File: config.mk
export PLATFORM = sky130hd
export DESIGN_NAME = sorted_key_value_table_top
export DESIGN_NICKNAME = d
export VERILOG_FILES = /design/src/rtl/skvt_pkg.sv /design/src/rtl/skvt_ram.sv /design/src/rtl/skvt_ctrl.sv /design/src/rtl/sorted_key_value_table_top.sv
export SDC_FILE = /design/constraint.sdc
export NUM_CORES = 1
export LEC_CHECK = 0
export BUFFER_PORTS_ARGS = -buffer_cell sky130_fd_sc_hd__buf_4
export CAP_MARGIN = 20
export CORE_MARGIN = 2
export CORE_UTILIZATION = 56
export DETAILED_ROUTE_END_ITERATION = 8
export GPL_ROUTABILITY_DRIVEN = 0
export GPL_TIMING_DRIVEN = 1
export PLACE_DENSITY_LB_ADDON = 0.05
export REMOVE_ABC_BUFFERS = 1
export SLEW_MARGIN = 20
export SYNTH_ARGS = -nofsm -noshare
export SYNTH_HDL_FRONTEND = slang
export SYNTH_HIERARCHICAL = 1
export SYNTH_SLANG_ARGS = --single-unit
File: constraint.sdc
create_clock -name clock -period 9.3 [get_ports clock]
set_input_delay 0.93 -clock clock [delete_from_list [all_inputs] [get_ports clock]]
set_output_delay 0.93 -clock clock [all_outputs]
set_load 0.02 [all_outputs]
File: src/rtl/skvt_pkg.sv
// ---------------------------------------------------------------------------
// skvt_pkg: shared types and constants for the key/value table
// Table sizing, action and status codes, the stored record type and the
// name normalization used on insert and modify.
// ---------------------------------------------------------------------------
package skvt_pkg;

   localparam int CAPACITY      = 16;
   localparam int NAME_BYTES    = 8;

   localparam int KEY_W         = 32;
   localparam int NAME_W        = 8 * NAME_BYTES;
   localparam int NAME_PORT_W   = 64;
   localparam int ADDR_W        = (CAPACITY > 1) ? $clog2(CAPACITY) : 1;
   localparam int COUNT_W       = $clog2(CAPACITY + 1);
   localparam int ENTRY_COUNT_W = 5;

   localparam logic [1:0] ACT_INSERT = 2'd0;
   localparam logic [1:0] ACT_DELETE = 2'd1;
   localparam logic [1:0] ACT_MODIFY = 2'd2;
   localparam logic [1:0] ACT_FIND   = 2'd3;

   localparam logic [1:0] STATUS_OK   = 2'd0;
   localparam logic [1:0] STATUS_MISS = 2'd1;
   localparam logic [1:0] STATUS_FULL = 2'd2;

   typedef struct packed {
      logic [KEY_W-1:0]  key;
      logic [NAME_W-1:0] name;
   } rec_type;

   typedef struct packed {
      logic              en;
      logic [ADDR_W-1:0] addr;
      rec_type           rec;
   } wr_req_type;

   typedef struct packed {
      logic              en;
      logic [ADDR_W-1:0] addr;
   } rd_req_type;

   // keep the low bytes up to the first zero byte, clear everything after it
   function automatic logic [NAME_W-1:0] normalize_name(input logic [NAME_PORT_W-1:0] raw);
      logic [NAME_W-1:0] res;
      logic              live;
      res  = '0;
      live = 1'b1;
      for (int i = 0; i < NAME_BYTES; i++) begin
         if (raw[8*i +: 8] == 8'h00) live = 1'b0;
         if (live) res[8*i +: 8] = raw[8*i +: 8];
      end
      return res;
   endfunction

endpackage

File: src/rtl/skvt_ram.sv
// ---------------------------------------------------------------------------
// skvt_ram: record store
// One write port and one read port, read data registered.
// ---------------------------------------------------------------------------
module skvt_ram (
   input  logic                 clock,
   input  skvt_pkg::wr_req_type wr_req,
   input  skvt_pkg::rd_req_type rd_req,
   output skvt_pkg::rec_type    rd_rec
);
   import skvt_pkg::*;

   rec_type mem [CAPACITY];
   rec_type rd_rec_ff;

   always_ff @(posedge clock) begin
      if (wr_req.en) begin
         mem[wr_req.addr] <= wr_req.rec;
      end
      if (rd_req.en) begin
         rd_rec_ff <= mem[rd_req.addr];
      end
   end

   assign rd_rec = rd_rec_ff;

endmodule

File: src/rtl/skvt_ctrl.sv
// ---------------------------------------------------------------------------
// skvt_ctrl: table sequencer
// Scans live slots through the store's read port, then inserts, deletes,
// renames or fetches, and registers the result.
// ---------------------------------------------------------------------------
module skvt_ctrl (
   input  logic                             clock,
   input  logic                             reset,
   input  logic                             start,
   output logic                             busy,
   input  logic [1:0]                       req_action,
   input  logic signed [skvt_pkg::KEY_W-1:0] req_key,
   input  logic [skvt_pkg::NAME_PORT_W-1:0] req_entry_name,
   output logic                             rsp_valid,
   output logic [1:0]                       rsp_status,
   output logic [skvt_pkg::NAME_PORT_W-1:0] rsp_found_name,
   output logic [skvt_pkg::ENTRY_COUNT_W-1:0] rsp_entry_count,
   output skvt_pkg::wr_req_type             wr_req,
   output skvt_pkg::rd_req_type             rd_req,
   input  skvt_pkg::rec_type                rd_rec
);
   import skvt_pkg::*;

   localparam logic [2:0] S_IDLE   = 3'd0;
   localparam logic [2:0] S_SCAN   = 3'd1;
   localparam logic [2:0] S_DECIDE = 3'd2;
   localparam logic [2:0] S_MOVE   = 3'd3;
   localparam logic [2:0] S_FETCH  = 3'd4;

   logic [2:0]               state_ff, state_in;
   logic [COUNT_W-1:0]       count_ff, count_in;
   logic [1:0]               act_ff, act_in;
   logic [KEY_W-1:0]         key_ff, key_in;
   logic [NAME_W-1:0]        name_ff, name_in;
   logic [ADDR_W-1:0]        addr_ff, addr_in;
   logic [ADDR_W-1:0]        pos_ff, pos_in;
   logic                     hit_ff, hit_in;
   logic                     rsp_valid_ff, rsp_valid_in;
   logic [1:0]               rsp_status_ff, rsp_status_in;
   logic [NAME_PORT_W-1:0]   rsp_found_ff, rsp_found_in;
   logic [ENTRY_COUNT_W-1:0] rsp_count_ff, rsp_count_in;
   logic [COUNT_W-1:0]       count_dec;
   logic                     last_scanned;

   assign count_dec    = count_ff - COUNT_W'(1);
   assign last_scanned = (COUNT_W'(addr_ff) == count_dec);

   always_comb begin
      state_in      = state_ff;
      count_in      = count_ff;
      act_in        = act_ff;
      key_in        = key_ff;
      name_in       = name_ff;
      addr_in       = addr_ff;
      pos_in        = pos_ff;
      hit_in        = hit_ff;
      rsp_valid_in  = 1'b0;
      rsp_status_in = rsp_status_ff;
      rsp_found_in  = rsp_found_ff;
      rsp_count_in  = rsp_count_ff;
      wr_req        = '0;
      rd_req        = '0;

      case (state_ff)
         S_IDLE: begin
            if (start) begin
               act_in  = req_action;
               key_in  = req_key;
               name_in = normalize_name(req_entry_name);
               addr_in = '0;
               hit_in  = 1'b0;
               if (count_ff == '0) begin
                  state_in = S_DECIDE;
               end else begin
                  rd_req.en   = 1'b1;
                  rd_req.addr = '0;
                  state_in    = S_SCAN;
               end
            end
         end

         // read data belongs to the slot at addr_ff
         S_SCAN: begin
            if (rd_rec.key == key_ff) begin
               hit_in   = 1'b1;
               pos_in   = addr_ff;
               state_in = S_DECIDE;
            end else if (last_scanned) begin
               state_in = S_DECIDE;
            end else begin
               addr_in     = addr_ff + ADDR_W'(1);
               rd_req.en   = 1'b1;
               rd_req.addr = addr_in;
            end
         end

         S_DECIDE: begin
            rsp_status_in = STATUS_MISS;
            rsp_found_in  = '0;
            state_in      = S_IDLE;
            case (act_ff)
               ACT_INSERT: begin
                  if (!key_ff[KEY_W-1] && !hit_ff) begin
                     if (count_ff == COUNT_W'(CAPACITY)) begin
                        rsp_status_in = STATUS_FULL;
                     end else begin
                        wr_req.en       = 1'b1;
                        wr_req.addr     = ADDR_W'(count_ff);
                        wr_req.rec.key  = key_ff;
                        wr_req.rec.name = name_ff;
                        count_in        = count_ff + COUNT_W'(1);
                        rsp_status_in   = STATUS_OK;
                     end
                  end
               end
               // hole is refilled from the last live slot
               ACT_DELETE: begin
                  if (hit_ff) begin
                     if (COUNT_W'(pos_ff) == count_dec) begin
                        count_in      = count_dec;
                        rsp_status_in = STATUS_OK;
                     end else begin
                        rd_req.en   = 1'b1;
                        rd_req.addr = ADDR_W'(count_dec);
                        state_in    = S_MOVE;
                     end
                  end
               end
               ACT_MODIFY: begin
                  if (hit_ff) begin
                     wr_req.en       = 1'b1;
                     wr_req.addr     = pos_ff;
                     wr_req.rec.key  = key_ff;
                     wr_req.rec.name = name_ff;
                     rsp_status_in   = STATUS_OK;
                  end
               end
               ACT_FIND: begin
                  if (hit_ff) begin
                     rd_req.en   = 1'b1;
                     rd_req.addr = pos_ff;
                     state_in    = S_FETCH;
                  end
               end
               default: begin
                  rsp_status_in = STATUS_MISS;
               end
            endcase
            rsp_valid_in = (state_in == S_IDLE);
         end

         S_MOVE: begin
            wr_req.en     = 1'b1;
            wr_req.addr   = pos_ff;
            wr_req.rec    = rd_rec;
            count_in      = count_dec;
            rsp_status_in = STATUS_OK;
            rsp_found_in  = '0;
            rsp_valid_in  = 1'b1;
            state_in      = S_IDLE;
         end

         S_FETCH: begin
            rsp_status_in = STATUS_OK;
            rsp_found_in  = NAME_PORT_W'(rd_rec.name);
            rsp_valid_in  = 1'b1;
            state_in      = S_IDLE;
         end

         default: begin
            state_in = S_IDLE;
         end
      endcase

      if (rsp_valid_in) rsp_count_in = ENTRY_COUNT_W'(count_in);
   end

   always_ff @(posedge clock) begin
      if (reset) begin
         state_ff     <= S_IDLE;
         count_ff     <= '0;
         rsp_valid_ff <= 1'b0;
      end else begin
         state_ff     <= state_in;
         count_ff     <= count_in;
         rsp_valid_ff <= rsp_valid_in;
      end
   end

   always_ff @(posedge clock) begin
      act_ff        <= act_in;
      key_ff        <= key_in;
      name_ff       <= name_in;
      addr_ff       <= addr_in;
      pos_ff        <= pos_in;
      hit_ff        <= hit_in;
      rsp_status_ff <= rsp_status_in;
      rsp_found_ff  <= rsp_found_in;
      rsp_count_ff  <= rsp_count_in;
   end

   assign busy            = (state_ff != S_IDLE);
   assign rsp_valid       = rsp_valid_ff;
   assign rsp_status      = rsp_status_ff;
   assign rsp_found_name  = rsp_found_ff;
   assign rsp_entry_count = rsp_count_ff;

endmodule

File: src/rtl/sorted_key_value_table_top.sv
// result strobe registered from S_DECIDE, after the scan reads its slots in S_SCAN
// (up to the match, else every live slot; none when empty); busy drops with the strobe
// throughput: one item at a time, set by the linear scan over the store read port
// a find that hits or a delete that refills a hole also passes S_FETCH or S_MOVE
// reset empties the table at once; slot contents stay as they are
// the result strobe lasts one cycle and is never held off
// ---------------------------------------------------------------------------
// sorted_key_value_table_top: bounded key/name table
// Insert, delete, modify and find on signed keys (insert refuses negative keys), one result per item.
// ---------------------------------------------------------------------------
module sorted_key_value_table_top (
   input  logic                                 clock,
   input  logic                                 reset,
   input  logic                                 start,
   output logic                                 busy,
   input  logic [1:0]                           req_action,
   input  logic signed [skvt_pkg::KEY_W-1:0]    req_key,
   input  logic [skvt_pkg::NAME_PORT_W-1:0]     req_entry_name,
   output logic                                 rsp_valid,
   output logic [1:0]                           rsp_status,
   output logic [skvt_pkg::NAME_PORT_W-1:0]     rsp_found_name,
   output logic [skvt_pkg::ENTRY_COUNT_W-1:0]   rsp_entry_count
);
   import skvt_pkg::*;

   wr_req_type wr_req;
   rd_req_type rd_req;
   rec_type    rd_rec;

   skvt_ctrl u_ctrl (
      .clock           (clock),
      .reset           (reset),
      .start           (start),
      .busy            (busy),
      .req_action      (req_action),
      .req_key         (req_key),
      .req_entry_name  (req_entry_name),
      .rsp_valid       (rsp_valid),
      .rsp_status      (rsp_status),
      .rsp_found_name  (rsp_found_name),
      .rsp_entry_count (rsp_entry_count),
      .wr_req          (wr_req),
      .rd_req          (rd_req),
      .rd_rec          (rd_rec)
   );

   skvt_ram u_ram (
      .clock  (clock),
      .wr_req (wr_req),
      .rd_req (rd_req),
      .rd_rec (rd_rec)
   );

endmodule

==> results_dict.tcl <==
set metrics [dict create \
    use_met1 0.399 \
    vias_per_cell 6.59 \
    synth_edf_count 1810 \
    layout.nets 3565 \
    ys_seq_area_frac 0.783 \
    cts_tree "done" \
    endpoint_kind "register" \
    slew_headroom 0.252 \
    hold_class "in -> reg" \
    synth.mux.area_fraction 0.125 \
    yosys.area_share.simple 0.0312 \
    powerDensity_mw_per_mm2 273 \
    postCtsSetupBuffers 0 \
    vias 34400 \
    syn_avg_cell_area_um2 21.5 \
    cts_made_buffers 179 \
    worst_slack_ns 4.22 \
    synth_top_area_frac 0.780 \
    drive_gt1_frac 0.248 \
    comb_power_share 0.197 \
    cts_resized 0 \
    yosys_warnings 6 \
    met3_usage 0.0512 \
    synth-main-ff-cell "edfxtp_1" \
    ys_seq_elements 1819 \
    first_pass_iters 5 \
    grt_max_degree 152 \
    port_buffers 173 \
    area_growth_pct 12.5 \
    power.share.sequential 0.482 \
    htreeDepth 4 \
    path_clk_slew_ns 0.06 \
    drt_wl_total_um 174000 \
    grt_pass1_vias 34900 \
    worstPathArrival_ns 5.62 \
    final_hold_viol_count 0 \
    overflow 0 \
    synth_compound_area_frac 0.0387 \
    synth.distinct_cells 72 \
    design.die.area_mm2 0.127 \
    maxSlewViolCount 0 \
    ir_worst_vdd_mv 0.258 \
    final_cell_mix "1810 x edfxtp_1, 384 x mux4_2, 255 x a22oi_1" \
    clk_latency_ns 0.80 \
    status "complete, no violations" \
    top_usage_layer "met2" \
    fmax_mhz 197 \
    worstPathRequired_ns 9.83 \
    synth_top_area_cell "edfxtp_1" \
    p_switching_w 0.00586 \
    crit_type "reg -> reg" \
    fillers 8369 \
    synth_adder_area_share 0.00108 \
    crit_path_start_kind "register" \
    routedWlPerCell_um 33.3 \
    synthCells 3243 \
    internal_power_w 0.0155 \
    gr-usage-all-layers 0.277 \
    p_clk_frac 0.321 \
    gr-usage-met2 0.440 \
    drc 0 \
    worstMarginPinSlew_ns 1.12 \
    fin_hold_ws_ns 0.301 \
    dr.first_iter.drc_count 4614 \
    fin_crit_ns 5.08 \
    top_level_ports 174 \
    layout.cells.non_filler 5230 \
    fp-row-count 129 \
    p_leak_nw 23.5 \
    dp.cells 4914 \
    dpl_cell_area_mm2 0.0729 \
    cts.path.max_buffers 3 \
    die_h_um 357 \
    synth_top_family_by_area "multiplexers" \
    setup_viol 0 \
    ys_top_cells_by_area "edfxtp_1 78%, mux4_2 12%, a22oi_1 2.7%" \
    async_flop_share 0 \
    reg2reg_depth 12 \
    antenna_found_initial 9 \
    p_total_w 0.0214 \
    hpwl_um 79100 \
    register_area_mm2 0.0545 \
    final_common_cell "edfxtp_1" \
    fp.dieW_um 357 \
    synthXorXnorAreaFrac 0.00623 \
    cts_sinks 1819 \
    start_util 0.563 \
    drv_cap 0 \
    rsz0062_at_grt "no" \
    p_sw_frac 0.274 \
    fin_crit_sh 0.547 \
    grt_pass1_wl_um 248000 \
    min_path_cells 1 \
    cts_hold_buffers 0 \
    clock_skew_ns 0.0281 \
    multiInputGateArea_mm2 0.0143 \
    finalInstanceArea_mm2 0.0784 \
    crit_fanout 151 \
    core-area_mm2 0.124 \
    place_ws_ns 4.19 \
    mappedNetlistArea_mm2 0.0696 \
    cts-root-buf "clkbuf_16" \
    ant_nets 0 \
]
## synthesized netlist by cell type (10+ instances only)
cell type / number
buf_1: 38
mux4_2: 384
and3_1: 12
a22oi_1: 255
buf_2: 21
clkbuf_1: 86
nor4_1: 15
nor3_1: 10
a22o_1: 39
nand2_1: 116
buf_4: 27
nand4_1: 12
and2_1: 114
nor2_1: 98
edfxtp_1: 1810
xnor2_1: 41
o21ai_0: 12
buf_6: 21
a21oi_1: 11
## through the flow
stage / util / TNS, ns
final: 0.634 / 0
after global routing: 0.634 / 0
after CTS: 0.634 / 0
after detailed placement: 0.589 / 0
after global placement: 0.589 / 0
after floorplan: - / -4797.65
## path summary, 6_finish.rpt
kind         slack [ns]                     endpoint                       startpoint
max                4.22   u_ram/rd_rec[68]$_DFFE_PP_    u_ctrl/count_ff[0]$_SDFF_PP0_
min reg2reg        0.54   u_ctrl/pos_ff[3]$_DFFE_PP_  u_ctrl/addr_ff[3]$_SDFFCE_PN0P_
max reg2reg        4.22   u_ram/rd_rec[68]$_DFFE_PP_    u_ctrl/count_ff[0]$_SDFF_PP0_
min                0.30  u_ctrl/key_ff[17]$_DFFE_PP_                      req_key[17]
## logic make-up (layout without fill, tap and decap cells)
| logic type | after synthesis | in the layout |
|---|---|---|
| flops | 1819 | 1819 |
| simple gates | 426 | 426 |
| mux | 388 | 388 |
| compound gates | 353 | 353 |
| buf+inv | 203 | 552 |
| xor+xnor | 48 | 48 |
| fa+ha+maj | 6 | 6 |
| other cells | 0 | 1 |
## per-layer routing
metal  vias up  routed length (µm)
met5         -                  43
met4         6                4460
met3       276               15800
met2      1798               84600
met1     18400               69100
li1      14000                   -
## state kept, by name, summed over array words and instances (netlist names), 2 cells and up
register / count
u_ctrl/pos_ff: 4
u_ctrl/rsp_status: 2
u_ctrl/key_ff: 32
u_ctrl/act_ff: 2
u_ctrl/addr_ff: 4
u_ctrl/name_ff: 64
u_ram/mem: 1536
u_ctrl/count_ff: 5
u_ctrl/rsp_entry_count: 5
u_ctrl/rsp_found_name: 64
u_ctrl/state_ff: 3
u_ram/rd_rec: 96
## worst max-delay path, cell delays in order, from the launching register on
cell and delay, ns:
dfxtp_1 0.60, inv_1 0.18, ha_1 0.34, nor3b_1 0.22
and3_1 0.29, o211ai_2 0.37, a22oi_1 0.19, o32ai_4 0.17
buf_12 0.74, buf_4 0.80, mux4_2 0.42, a22oi_1 0.21
nand2_1 0.10
## area by class of cell
type | count | area share
Timing Repair Buffer | 227 | 0.0249
Clock buffer | 225 | 0.0610
Sequential cell | 1819 | 0.696
Clock inverter | 90 | 0.00916
Tap cell | 1637 | 0.0261
Inverter | 10 | 0.000543
Multi-Input combinational cell | 1221 | 0.182
Antenna cell | 1 | 0.0000319
## power by group through the flow
stage	sequential [W]	clock [W]	combinational (W)
CTS	0.0103	0.00695	0.00427
global placement	0.0105	0	0.00420
finish	0.0103	0.00685	0.00422
detailed placement	0.0105	0	0.00425
global route	0.0103	0.00728	0.00451
floorplan	0.0104	0	0.00437
Note: power is estimated with default switching activity, not from simulation.
